<file path="config.mk">
export PLATFORM = sky130hd
export DESIGN_NAME = mouse_delta_quadrature_gen_core_flat
export DESIGN_NICKNAME = d
export VERILOG_FILES = /design/src/rtl/core/mdq_pkg.sv /design/src/rtl/core/mdq_if.sv /design/src/rtl/core/mouse_delta_quadrature_gen_core.sv /design/src/flat_wrapper.sv
export SDC_FILE = /design/constraint.sdc
export NUM_CORES = 1
export LEC_CHECK = 0
export BUFFER_PORTS_ARGS = -buffer_cell sky130_fd_sc_hd__buf_2
export CAP_MARGIN = 20
export CORE_ASPECT_RATIO = 0.5
export CORE_MARGIN = 5
export CORE_UTILIZATION = 25
export CTS_CLUSTER_SIZE = 8
export DETAILED_ROUTE_END_ITERATION = 16
export GPL_TIMING_DRIVEN = 0
export HOLD_SLACK_MARGIN = 0.03
export PLACE_DENSITY = 0.42
export SLEW_MARGIN = 10
export SYNTH_ARGS = -nofsm -noshare
export SYNTH_HDL_FRONTEND = slang
export SYNTH_SLANG_ARGS = --single-unit
</file>
<file path="constraint.sdc">
create_clock -name clk -period 5.39 [get_ports clk]
set_clock_uncertainty 0.1 [all_clocks]
set_input_delay 1.078 -clock clk [delete_from_list [all_inputs] [get_ports clk]]
set_output_delay 1.078 -clock clk [all_outputs]
set_load 0.05 [all_outputs]
</file>
<file path="src/rtl/core/mdq_pkg.sv">
package mdq_pkg;

    localparam int unsigned ADDR_W = 5;
    localparam int unsigned DATA_W = 32;

    typedef enum logic [0:0] {
        KIND_TICK   = 1'b0,
        KIND_REPORT = 1'b1
    } kind_t;

    typedef enum logic [2:0] {
        REG_QUAD_ENABLE  = 3'd0,
        REG_ALT_PIN_MAP  = 3'd1,
        REG_MOTION_DIV   = 3'd2,
        REG_SPEED_GAIN   = 3'd3,
        REG_SPEED_BASE   = 3'd4,
        REG_SPEED_CAP    = 3'd5
    } reg_idx_t;

    typedef logic [2:0]        button_t;
    typedef logic signed [7:0] motion_t;
    typedef logic [3:0]        pins_t;
    typedef logic [7:0]        count_t;

    localparam logic [6:0] MOTION_DIV_RST = 7'd2;
    localparam logic [7:0] SPEED_GAIN_RST = 8'd4;
    localparam logic [7:0] SPEED_BASE_RST = 8'd8;
    localparam logic [7:0] SPEED_CAP_RST  = 8'd32;
    localparam count_t     COUNT_MAX      = 8'hff;

endpackage

</file>
<file path="src/rtl/core/mdq_if.sv">
interface mdq_item_if
    import mdq_pkg::*;
();
    logic    valid;
    logic    ready;
    kind_t   kind;
    button_t button_bits;
    motion_t x_motion;
    motion_t y_motion;

    modport source (output valid, kind, button_bits, x_motion, y_motion, input ready);
    modport sink   (input valid, kind, button_bits, x_motion, y_motion, output ready);
endinterface

interface mdq_result_if
    import mdq_pkg::*;
();
    logic    valid;
    logic    ready;
    pins_t   quad_pins;
    button_t button_pins;
    count_t  x_pending;
    count_t  y_pending;

    modport source (output valid, quad_pins, button_pins, x_pending, y_pending, input ready);
    modport sink   (input valid, quad_pins, button_pins, x_pending, y_pending, output ready);
endinterface

</file>
<file path="src/rtl/core/mouse_delta_quadrature_gen_core.sv">
// Mouse report to two-axis quadrature generator. Every input beat (report or
// timer tick) yields exactly one result beat carrying the pin levels, the
// active-low buttons and both pending pulse counts after that beat. One item
// is worked on at a time; a finished result sits in an output register so the
// next item can be taken while it waits. A report sends each axis in turn
// through load, a bit-serial restoring divider, merge, a shift-add multiplier
// and the step update; an axis with zero motion only goes through load. A tick
// does one accumulator add per axis with pulses pending, or none while
// quadrature output is off. Configuration registers sit on the APB port at
// byte addresses 0x00..0x14.
module mouse_delta_quadrature_gen_core
    import mdq_pkg::*;
(
    input  logic              clk,
    input  logic              rst_n,
    input  logic              psel,
    input  logic              penable,
    input  logic              pwrite,
    input  logic [ADDR_W-1:0] paddr,
    input  logic [DATA_W-1:0] pwdata,
    output logic [DATA_W-1:0] prdata,
    output logic              pready,
    mdq_item_if.sink          item,
    mdq_result_if.source      result
);

    localparam logic AXIS_X = 1'b0;
    localparam logic AXIS_Y = 1'b1;

    typedef enum logic [2:0] {
        ST_IDLE,
        ST_LOAD,
        ST_DIV,
        ST_MERGE,
        ST_MUL,
        ST_STEP,
        ST_TICK,
        ST_DONE
    } state_t;

    state_t      state_reg, state_next;

    logic        qen_reg, qen_next;
    logic        alt_reg, alt_next;
    logic [6:0]  div_reg, div_next;
    logic [7:0]  gain_reg, gain_next;
    logic [7:0]  base_reg, base_next;
    logic [7:0]  cap_reg, cap_next;

    count_t      count_reg [2];
    count_t      count_next [2];
    logic [15:0] step_reg [2];
    logic [15:0] step_next [2];
    logic [15:0] accum_reg [2];
    logic [15:0] accum_next [2];
    logic [7:0]  phase_reg [2];
    logic [7:0]  phase_next [2];
    pins_t       pins_reg, pins_next;
    button_t     buttons_reg, buttons_next;

    logic [7:0]  motion_reg [2];
    logic [7:0]  motion_next [2];
    logic        axis_reg, axis_next;
    logic        neg_reg, neg_next;
    logic [6:0]  rem_reg, rem_next;
    logic [7:0]  quo_reg, quo_next;
    logic [2:0]  bit_cnt_reg, bit_cnt_next;
    logic [7:0]  mplier_reg, mplier_next;
    logic [15:0] mcand_reg, mcand_next;
    logic [15:0] prod_reg, prod_next;

    logic        rv_reg, rv_next;
    pins_t       out_pins_reg, out_pins_next;
    button_t     out_buttons_reg, out_buttons_next;
    count_t      out_x_reg, out_x_next;
    count_t      out_y_reg, out_y_next;

    logic        cfg_wr;
    logic [6:0]  div_eff;

    assign pready       = 1'b1;
    assign cfg_wr       = psel && penable && pwrite;
    assign div_eff      = (div_reg == 7'd0) ? 7'd1 : div_reg;
    assign item.ready   = (state_reg == ST_IDLE);

    assign result.valid       = rv_reg;
    assign result.quad_pins   = out_pins_reg;
    assign result.button_pins = out_buttons_reg;
    assign result.x_pending   = out_x_reg;
    assign result.y_pending   = out_y_reg;

    always_comb
    begin
        prdata = '0;
        case (reg_idx_t'(paddr[4:2]))
            REG_QUAD_ENABLE: prdata = {{(DATA_W-1){1'b0}}, qen_reg};
            REG_ALT_PIN_MAP: prdata = {{(DATA_W-1){1'b0}}, alt_reg};
            REG_MOTION_DIV:  prdata = {{(DATA_W-7){1'b0}}, div_reg};
            REG_SPEED_GAIN:  prdata = {{(DATA_W-8){1'b0}}, gain_reg};
            REG_SPEED_BASE:  prdata = {{(DATA_W-8){1'b0}}, base_reg};
            REG_SPEED_CAP:   prdata = {{(DATA_W-8){1'b0}}, cap_reg};
            default:         prdata = '0;
        endcase
    end

    always_comb
    begin
        logic [7:0]  m;
        logic [7:0]  cnt;
        logic [7:0]  newcnt;
        logic [7:0]  trial;
        logic [7:0]  diff;
        logic        qbit;
        logic        nneg;
        logic [8:0]  sum9;
        logic [15:0] delta;
        logic [15:0] acc_sum;
        logic        pa;
        logic        pb;

        m       = motion_reg[axis_reg];
        cnt     = count_reg[axis_reg];
        newcnt  = cnt;
        trial   = {rem_reg, quo_reg[7]};
        diff    = trial - {1'b0, div_eff};
        qbit    = (trial >= {1'b0, div_eff});
        nneg    = neg_reg;
        sum9    = {1'b0, cnt} + {1'b0, quo_reg};
        delta   = {8'd0, base_reg} + prod_reg;
        acc_sum = accum_reg[axis_reg] + step_reg[axis_reg];
        pa      = acc_sum[8] ^ acc_sum[9];
        pb      = acc_sum[9];

        state_next       = state_reg;
        qen_next         = qen_reg;
        alt_next         = alt_reg;
        div_next         = div_reg;
        gain_next        = gain_reg;
        base_next        = base_reg;
        cap_next         = cap_reg;
        count_next       = count_reg;
        step_next        = step_reg;
        accum_next       = accum_reg;
        phase_next       = phase_reg;
        pins_next        = pins_reg;
        buttons_next     = buttons_reg;
        motion_next      = motion_reg;
        axis_next        = axis_reg;
        neg_next         = neg_reg;
        rem_next         = rem_reg;
        quo_next         = quo_reg;
        bit_cnt_next     = bit_cnt_reg;
        mplier_next      = mplier_reg;
        mcand_next       = mcand_reg;
        prod_next        = prod_reg;
        rv_next          = rv_reg && !result.ready;
        out_pins_next    = out_pins_reg;
        out_buttons_next = out_buttons_reg;
        out_x_next       = out_x_reg;
        out_y_next       = out_y_reg;

        if (cfg_wr)
        begin
            case (reg_idx_t'(paddr[4:2]))
                REG_QUAD_ENABLE: qen_next  = pwdata[0];
                REG_ALT_PIN_MAP: alt_next  = pwdata[0];
                REG_MOTION_DIV:  div_next  = pwdata[6:0];
                REG_SPEED_GAIN:  gain_next = pwdata[7:0];
                REG_SPEED_BASE:  base_next = pwdata[7:0];
                REG_SPEED_CAP:   cap_next  = pwdata[7:0];
                default:         ;
            endcase
        end

        case (state_reg)
            ST_IDLE:
            begin
                if (item.valid)
                begin
                    axis_next = AXIS_X;
                    if (item.kind == KIND_REPORT)
                    begin
                        buttons_next   = ~item.button_bits;
                        motion_next[0] = $unsigned(item.x_motion);
                        motion_next[1] = $unsigned(item.y_motion);
                        state_next     = ST_LOAD;
                    end
                    else if (qen_reg)
                    begin
                        state_next = ST_TICK;
                    end
                    else
                    begin
                        state_next = ST_DONE;
                    end
                end
            end

            ST_LOAD:
            begin
                if (m == 8'd0)
                begin
                    if (axis_reg == AXIS_Y)
                        state_next = ST_DONE;
                    else
                        axis_next = AXIS_Y;
                end
                else
                begin
                    neg_next     = m[7];
                    quo_next     = m[7] ? (8'd0 - m) : m;
                    rem_next     = 7'd0;
                    bit_cnt_next = 3'd0;
                    state_next   = ST_DIV;
                end
            end

            // restoring divide, one quotient bit per cycle
            ST_DIV:
            begin
                rem_next     = qbit ? diff[6:0] : trial[6:0];
                quo_next     = {quo_reg[6:0], qbit};
                bit_cnt_next = bit_cnt_reg + 3'd1;
                if (bit_cnt_reg == 3'd7)
                    state_next = ST_MERGE;
            end

            ST_MERGE:
            begin
                if (cnt != 8'd0 && neg_reg != step_reg[axis_reg][15])
                begin
                    if (cnt >= quo_reg)
                    begin
                        newcnt = cnt - quo_reg;
                        nneg   = !neg_reg;
                    end
                    else
                    begin
                        newcnt = quo_reg - cnt;
                    end
                end
                else
                begin
                    newcnt = sum9[8] ? COUNT_MAX : sum9[7:0];
                end
                count_next[axis_reg] = newcnt;
                neg_next     = nneg;
                mplier_next  = newcnt;
                mcand_next   = {8'd0, gain_reg};
                prod_next    = 16'd0;
                bit_cnt_next = 3'd0;
                state_next   = ST_MUL;
            end

            // shift-add multiply, one multiplier bit per cycle
            ST_MUL:
            begin
                prod_next    = prod_reg + (mplier_reg[0] ? mcand_reg : 16'd0);
                mplier_next  = {1'b0, mplier_reg[7:1]};
                mcand_next   = {mcand_reg[14:0], 1'b0};
                bit_cnt_next = bit_cnt_reg + 3'd1;
                if (bit_cnt_reg == 3'd7)
                    state_next = ST_STEP;
            end

            ST_STEP:
            begin
                if (delta >= {8'd0, cap_reg})
                    delta = {8'd0, cap_reg};
                step_next[axis_reg] = neg_reg ? (16'd0 - delta) : delta;
                if (axis_reg == AXIS_Y)
                    state_next = ST_DONE;
                else
                begin
                    axis_next  = AXIS_Y;
                    state_next = ST_LOAD;
                end
            end

            ST_TICK:
            begin
                if (cnt == 8'd0)
                begin
                    step_next[axis_reg] = 16'd0;
                end
                else
                begin
                    accum_next[axis_reg] = acc_sum;
                    if (acc_sum[15:8] != phase_reg[axis_reg])
                    begin
                        phase_next[axis_reg] = acc_sum[15:8];
                        count_next[axis_reg] = cnt - 8'd1;
                        if (axis_reg == AXIS_X)
                        begin
                            pins_next[1] = pa;
                            if (alt_reg)
                                pins_next[3] = pb;
                            else
                                pins_next[0] = pb;
                        end
                        else if (alt_reg)
                        begin
                            pins_next[0] = pa;
                            pins_next[2] = pb;
                        end
                        else
                        begin
                            pins_next[3] = pa;
                            pins_next[2] = pb;
                        end
                    end
                end
                if (axis_reg == AXIS_Y)
                    state_next = ST_DONE;
                else
                    axis_next = AXIS_Y;
            end

            // hand the result to the output register once it is free
            ST_DONE:
            begin
                if (!rv_reg || result.ready)
                begin
                    rv_next          = 1'b1;
                    out_pins_next    = pins_reg;
                    out_buttons_next = buttons_reg;
                    out_x_next       = count_reg[0];
                    out_y_next       = count_reg[1];
                    state_next       = ST_IDLE;
                end
            end

            default:
            begin
                state_next = ST_IDLE;
            end
        endcase
    end

    always_ff @(posedge clk or negedge rst_n)
    begin
        if (!rst_n)
        begin
            state_reg       <= ST_IDLE;
            qen_reg         <= 1'b0;
            alt_reg         <= 1'b0;
            div_reg         <= MOTION_DIV_RST;
            gain_reg        <= SPEED_GAIN_RST;
            base_reg        <= SPEED_BASE_RST;
            cap_reg         <= SPEED_CAP_RST;
            count_reg       <= '{default: '0};
            step_reg        <= '{default: '0};
            accum_reg       <= '{default: '0};
            phase_reg       <= '{default: '0};
            pins_reg        <= '0;
            buttons_reg     <= '1;
            motion_reg      <= '{default: '0};
            axis_reg        <= AXIS_X;
            neg_reg         <= 1'b0;
            rem_reg         <= '0;
            quo_reg         <= '0;
            bit_cnt_reg     <= '0;
            mplier_reg      <= '0;
            mcand_reg       <= '0;
            prod_reg        <= '0;
            rv_reg          <= 1'b0;
            out_pins_reg    <= '0;
            out_buttons_reg <= '1;
            out_x_reg       <= '0;
            out_y_reg       <= '0;
        end
        else
        begin
            state_reg       <= state_next;
            qen_reg         <= qen_next;
            alt_reg         <= alt_next;
            div_reg         <= div_next;
            gain_reg        <= gain_next;
            base_reg        <= base_next;
            cap_reg         <= cap_next;
            count_reg       <= count_next;
            step_reg        <= step_next;
            accum_reg       <= accum_next;
            phase_reg       <= phase_next;
            pins_reg        <= pins_next;
            buttons_reg     <= buttons_next;
            motion_reg      <= motion_next;
            axis_reg        <= axis_next;
            neg_reg         <= neg_next;
            rem_reg         <= rem_next;
            quo_reg         <= quo_next;
            bit_cnt_reg     <= bit_cnt_next;
            mplier_reg      <= mplier_next;
            mcand_reg       <= mcand_next;
            prod_reg        <= prod_next;
            rv_reg          <= rv_next;
            out_pins_reg    <= out_pins_next;
            out_buttons_reg <= out_buttons_next;
            out_x_reg       <= out_x_next;
            out_y_reg       <= out_y_next;
        end
    end

endmodule

</file>
<file path="src/flat_wrapper.sv">
// flat-port wrapper written by rule: the top's interface ports become plain ports
module mouse_delta_quadrature_gen_core_flat import mdq_pkg::*;
  (clk, rst_n, psel, penable, pwrite, paddr, pwdata, prdata, pready, item_valid, item_kind, item_button_bits, item_x_motion, item_y_motion, item_ready, result_valid, result_quad_pins, result_button_pins, result_x_pending, result_y_pending, result_ready);
  mdq_item_if item_i ();
  mdq_result_if result_i ();
  input  logic clk;
  input  logic rst_n;
  input  logic psel;
  input  logic penable;
  input  logic pwrite;
  input  logic [ADDR_W-1:0] paddr;
  input  logic [DATA_W-1:0] pwdata;
  output logic [DATA_W-1:0] prdata;
  output logic pready;
  input wire logic [$bits(item_i.valid)-1:0] item_valid;
  input wire logic [$bits(item_i.kind)-1:0] item_kind;
  input wire logic [$bits(item_i.button_bits)-1:0] item_button_bits;
  input wire logic [$bits(item_i.x_motion)-1:0] item_x_motion;
  input wire logic [$bits(item_i.y_motion)-1:0] item_y_motion;
  output wire logic [$bits(item_i.ready)-1:0] item_ready;
  output wire logic [$bits(result_i.valid)-1:0] result_valid;
  output wire logic [$bits(result_i.quad_pins)-1:0] result_quad_pins;
  output wire logic [$bits(result_i.button_pins)-1:0] result_button_pins;
  output wire logic [$bits(result_i.x_pending)-1:0] result_x_pending;
  output wire logic [$bits(result_i.y_pending)-1:0] result_y_pending;
  input wire logic [$bits(result_i.ready)-1:0] result_ready;
  assign item_i.valid = item_valid;
  assign item_i.kind = item_kind;
  assign item_i.button_bits = item_button_bits;
  assign item_i.x_motion = item_x_motion;
  assign item_i.y_motion = item_y_motion;
  assign item_ready = item_i.ready;
  assign result_valid = result_i.valid;
  assign result_quad_pins = result_i.quad_pins;
  assign result_button_pins = result_i.button_pins;
  assign result_x_pending = result_i.x_pending;
  assign result_y_pending = result_i.y_pending;
  assign result_i.ready = result_ready;
  mouse_delta_quadrature_gen_core u_core (.clk(clk), .rst_n(rst_n), .psel(psel), .penable(penable), .pwrite(pwrite), .paddr(paddr), .pwdata(pwdata), .prdata(prdata), .pready(pready), .item(item_i), .result(result_i));
endmodule
</file>
==> out/qor.yml <==
boundaryPins: 122
ys_ff_latch: 239
setup_viol: 0
rsz0062_at_grt: "false"
wirelength_mm: 42.15
ys_top_cells_by_count: "229 x dfrtp_1, 142 x nand2_1, 127 x mux2_2"
startpoint_type: "flop"
num_antenna_cells: 0
status: "completed"
coreArea_sq_um: 59280
layout-drive-gt1-share_pct: 19.49
setup_ws_ns: 0.2349
ys_types: 81
arrival_ns: 5.45
path_max_fanout: 19
io_buffers: 70
rows: 63
max_freq_mhz: 194.0
yosysTopAreaCell: "dfrtp_1"
cts_sinks: 239
dpl_cell_area_sq_um: 16510
ys_seq_area_share_pct: 40.02
synth_edf_count: 0
power_leakage_nw: 8.275
maxSlewViolCount: 0
period_needed_ns: 5.155
gr-usage-all-layers_pct: 12.88
final_area_sq_um: 17810
comb_power_share_pct: 58.4
hp-class: "reg2reg"
grt_pass1_vias: 11720
synth_warnings: 0
power.density_nw_per_um2: 702.7
cp_data_required_time_ns: 5.69
tritoncts: "built"
drt-initial-drc-count: 538
yosysMostFrequentCell: "dfrtp_1"
firstDrtPassIters: 4
nets: 1813
cts_root_buf: "clkbuf_16"
seq_power_share_pct: 24.3
grt_pass1_wl_mm: 67.45
maxCapViolCount: 0
muxShareOfSynthArea_pct: 13.21
fin_crit_sh_pct: 95.64
die_w_um: 356.1
grt_max_degree: 97
synthesis.area_sq_um: 14980
final_core_util_pct: 30.05
routedWlPerCell_um: 16.93
antenna_found_initial: 0
clk_pin_slew_worst_paths_ns: 0.05
num_vias: 11480
synth_compound_area_share_pct: 17.25
viasPerCell: 4.610
place_hpwl_mm: 31.83
tightest_slew_ns: 1.049
die-height_um: 183.1
syn_to_final_growth_pct: 18.94
crit_type: "reg2reg"
yosys.area_share.simple_pct: 13.08
clk_latency_ns: 0.53
synth_top_family_by_area: "compound AO/OA/AOI/OAI gates"
place_congestion: 0.8106
clkPwrFrac_pct: 17.3
cts_buffer_depth: 3
max-vdd-ir-drop_mv: 0.3709
htreeDepth: 2
cts_hold_buf: 0
end_kind: "flop"
place_ws_ns: -1.705
start_util_pct: 25.27
synthAdderAreaFrac_pct: 7.786
async_reset_ff_share_pct: 100.0
p_sw_share_pct: 45.73
ys.flop_type: "dfrtp_1"
synthTopCellsByArea: "dfrtp_1 38%, mux2_2 9.5%, ha_1 6.9%, nand2_1 3.6%, mux2i_1 3.2%"
drc: 0
syn_area_per_cell_sq_um: 9.847
syn-instance-count: 1521
finalHoldViolCount: 0
cts_buffers: 36
p_switching_mw: 5.725
maxSlewHeadroom_pct: 28.26
yosysTopAreaCellShare_pct: 38.26
synth_xor_area_share_pct: 3.893
die-area_sq_um: 65200
internal_power_mw: 6.793
overflow: 0
ant_nets: 0
==> through the flow <==
stage	setup TNS (ns)	total power, mW	hold WS [ns]	instances
3_5_place_dp	-59.23	10.12	0.3623	2428
2_1_floorplan	0	8.195	0.3441	1544
4_1_cts	0	12.58	0.3735	2489
3_3_place_gp	-426.94	10.09	0.3544	2426
6_report	0	12.52	0.3715	2490
5_1_grt	0	13.58	0.3815	2490
==> kinds of logic after synthesis <==
kind of cell	count (synthesis)
AO/OA/AOI/OAI	377
XOR/XNOR	65
adder cells (fa/ha/maj)	89
buffers and inverters	161
flip-flops	239
multiplexers	181
other	2
AND/OR/NAND/NOR	407
==> power by group through the flow <==
stage / clock (mW) / sequential [mW] / combinational (mW)
floorplan: 0 / 3.15 / 5.05
global placement: 0 / 3.05 / 7.04
detailed placement: 0 / 3.06 / 7.07
CTS: 2.25 / 3.04 / 7.29
global route: 2.32 / 3.14 / 8.12
finish: 2.17 / 3.04 / 7.31
==> repair_timing <==
action | CTS | global route
hold endpoints to repair | 0 | 0
endpoints found under the setup margin | 63 | 49
pin swaps | 5 | 2
buffers inserted | 7 | 1
resized for setup | 14 | 22
==> area by class of cell <==
type,count,area (sq um)
Inverter,68,255.2
Buffer,91,506.7
Clock inverter,3,47.55
Sequential cell,239,5993
Clock buffer,53,1006
Multi-Input combinational cell,1144,8488
Timing Repair Buffer,80,500.5
Tap cell,812,1016
Fill cell,6273,41460
==> metal layers <==
metal	track usage, %	vias up	wire length [um]
met4	2.788	0	723
met2	20.04	144	18070
li1	-	5697	-
met5	0	-	0
met1	18.95	5585	22000
met3	1.968	52	1362
==> final timing paths <==
kind | startpoint | end | slack, ns | cells past startpoint
min in group asynchronous | rst_n | u_core.count_reg[14] | 0.48 | 1
max in group asynchronous | rst_n | u_core.step_reg[14] | 3.48 | 3
worst max-delay path | u_core.axis_reg | u_core.count_reg[3] | 0.23 | 18
worst min-delay path | u_core.step_reg[30] | u_core.step_reg[30] | 0.37 | 1
worst max register to register | u_core.axis_reg | u_core.count_reg[3] | 0.23 | 18
worst min register to register | u_core.step_reg[30] | u_core.step_reg[30] | 0.37 | 1
==> cell usage in the layout, fill, tap and decap left out, types with 5 or more instances in the layout <==
cell type,synthesis,layout
nor3_1,20,20
buf_4,25,32
nand4_1,6,6
a211oi_1,11,11
dfstp_2,10,10
conb_1,2,25
and2_1,22,22
o211ai_1,7,7
a31oi_1,7,6
nor2_1,87,87
nand2_1,142,142
dfrtp_1,229,229
nand2b_1,18,18
a21o_1,31,31
o21bai_1,12,12
or3_1,10,10
clkbuf_16,0,37
buf_2,6,71
nor4_1,5,5
a22o_1,37,37
clkbuf_1,55,68
mux2_2,127,127
o31ai_1,8,8
a21oi_1,91,90
or2_2,8,8
nor2b_1,20,20
xnor2_1,44,42
nand3_1,41,41
and3_1,8,8
o22ai_1,12,12
o21a_1,9,9
a22oi_1,18,18
xor2_1,20,18
ha_1,82,82
mux2_1,6,6
o21ai_0,77,76
fa_1,7,7
inv_1,68,68
mux2i_1,48,43
==> critical path: stages, from the launching register on <==
cell and delay (ns):
dfrtp_1 0.33, clkbuf_8 0.22, buf_12 0.21, buf_12 0.20, buf_6 0.21, buf_6 0.22
mux2_2 0.37, ha_1 0.39, a21o_1 0.26, nor3_4 0.23, nor4b_4 0.29, a21oi_2 0.14
xnor3_1 0.29, nand4bb_1 0.17, nor4_4 0.41, a41oi_4 0.24, o21ai_4 0.21, buf_12 0.15
mux2_2 0.33
Note: power is estimated with default switching activity, not from simulation.
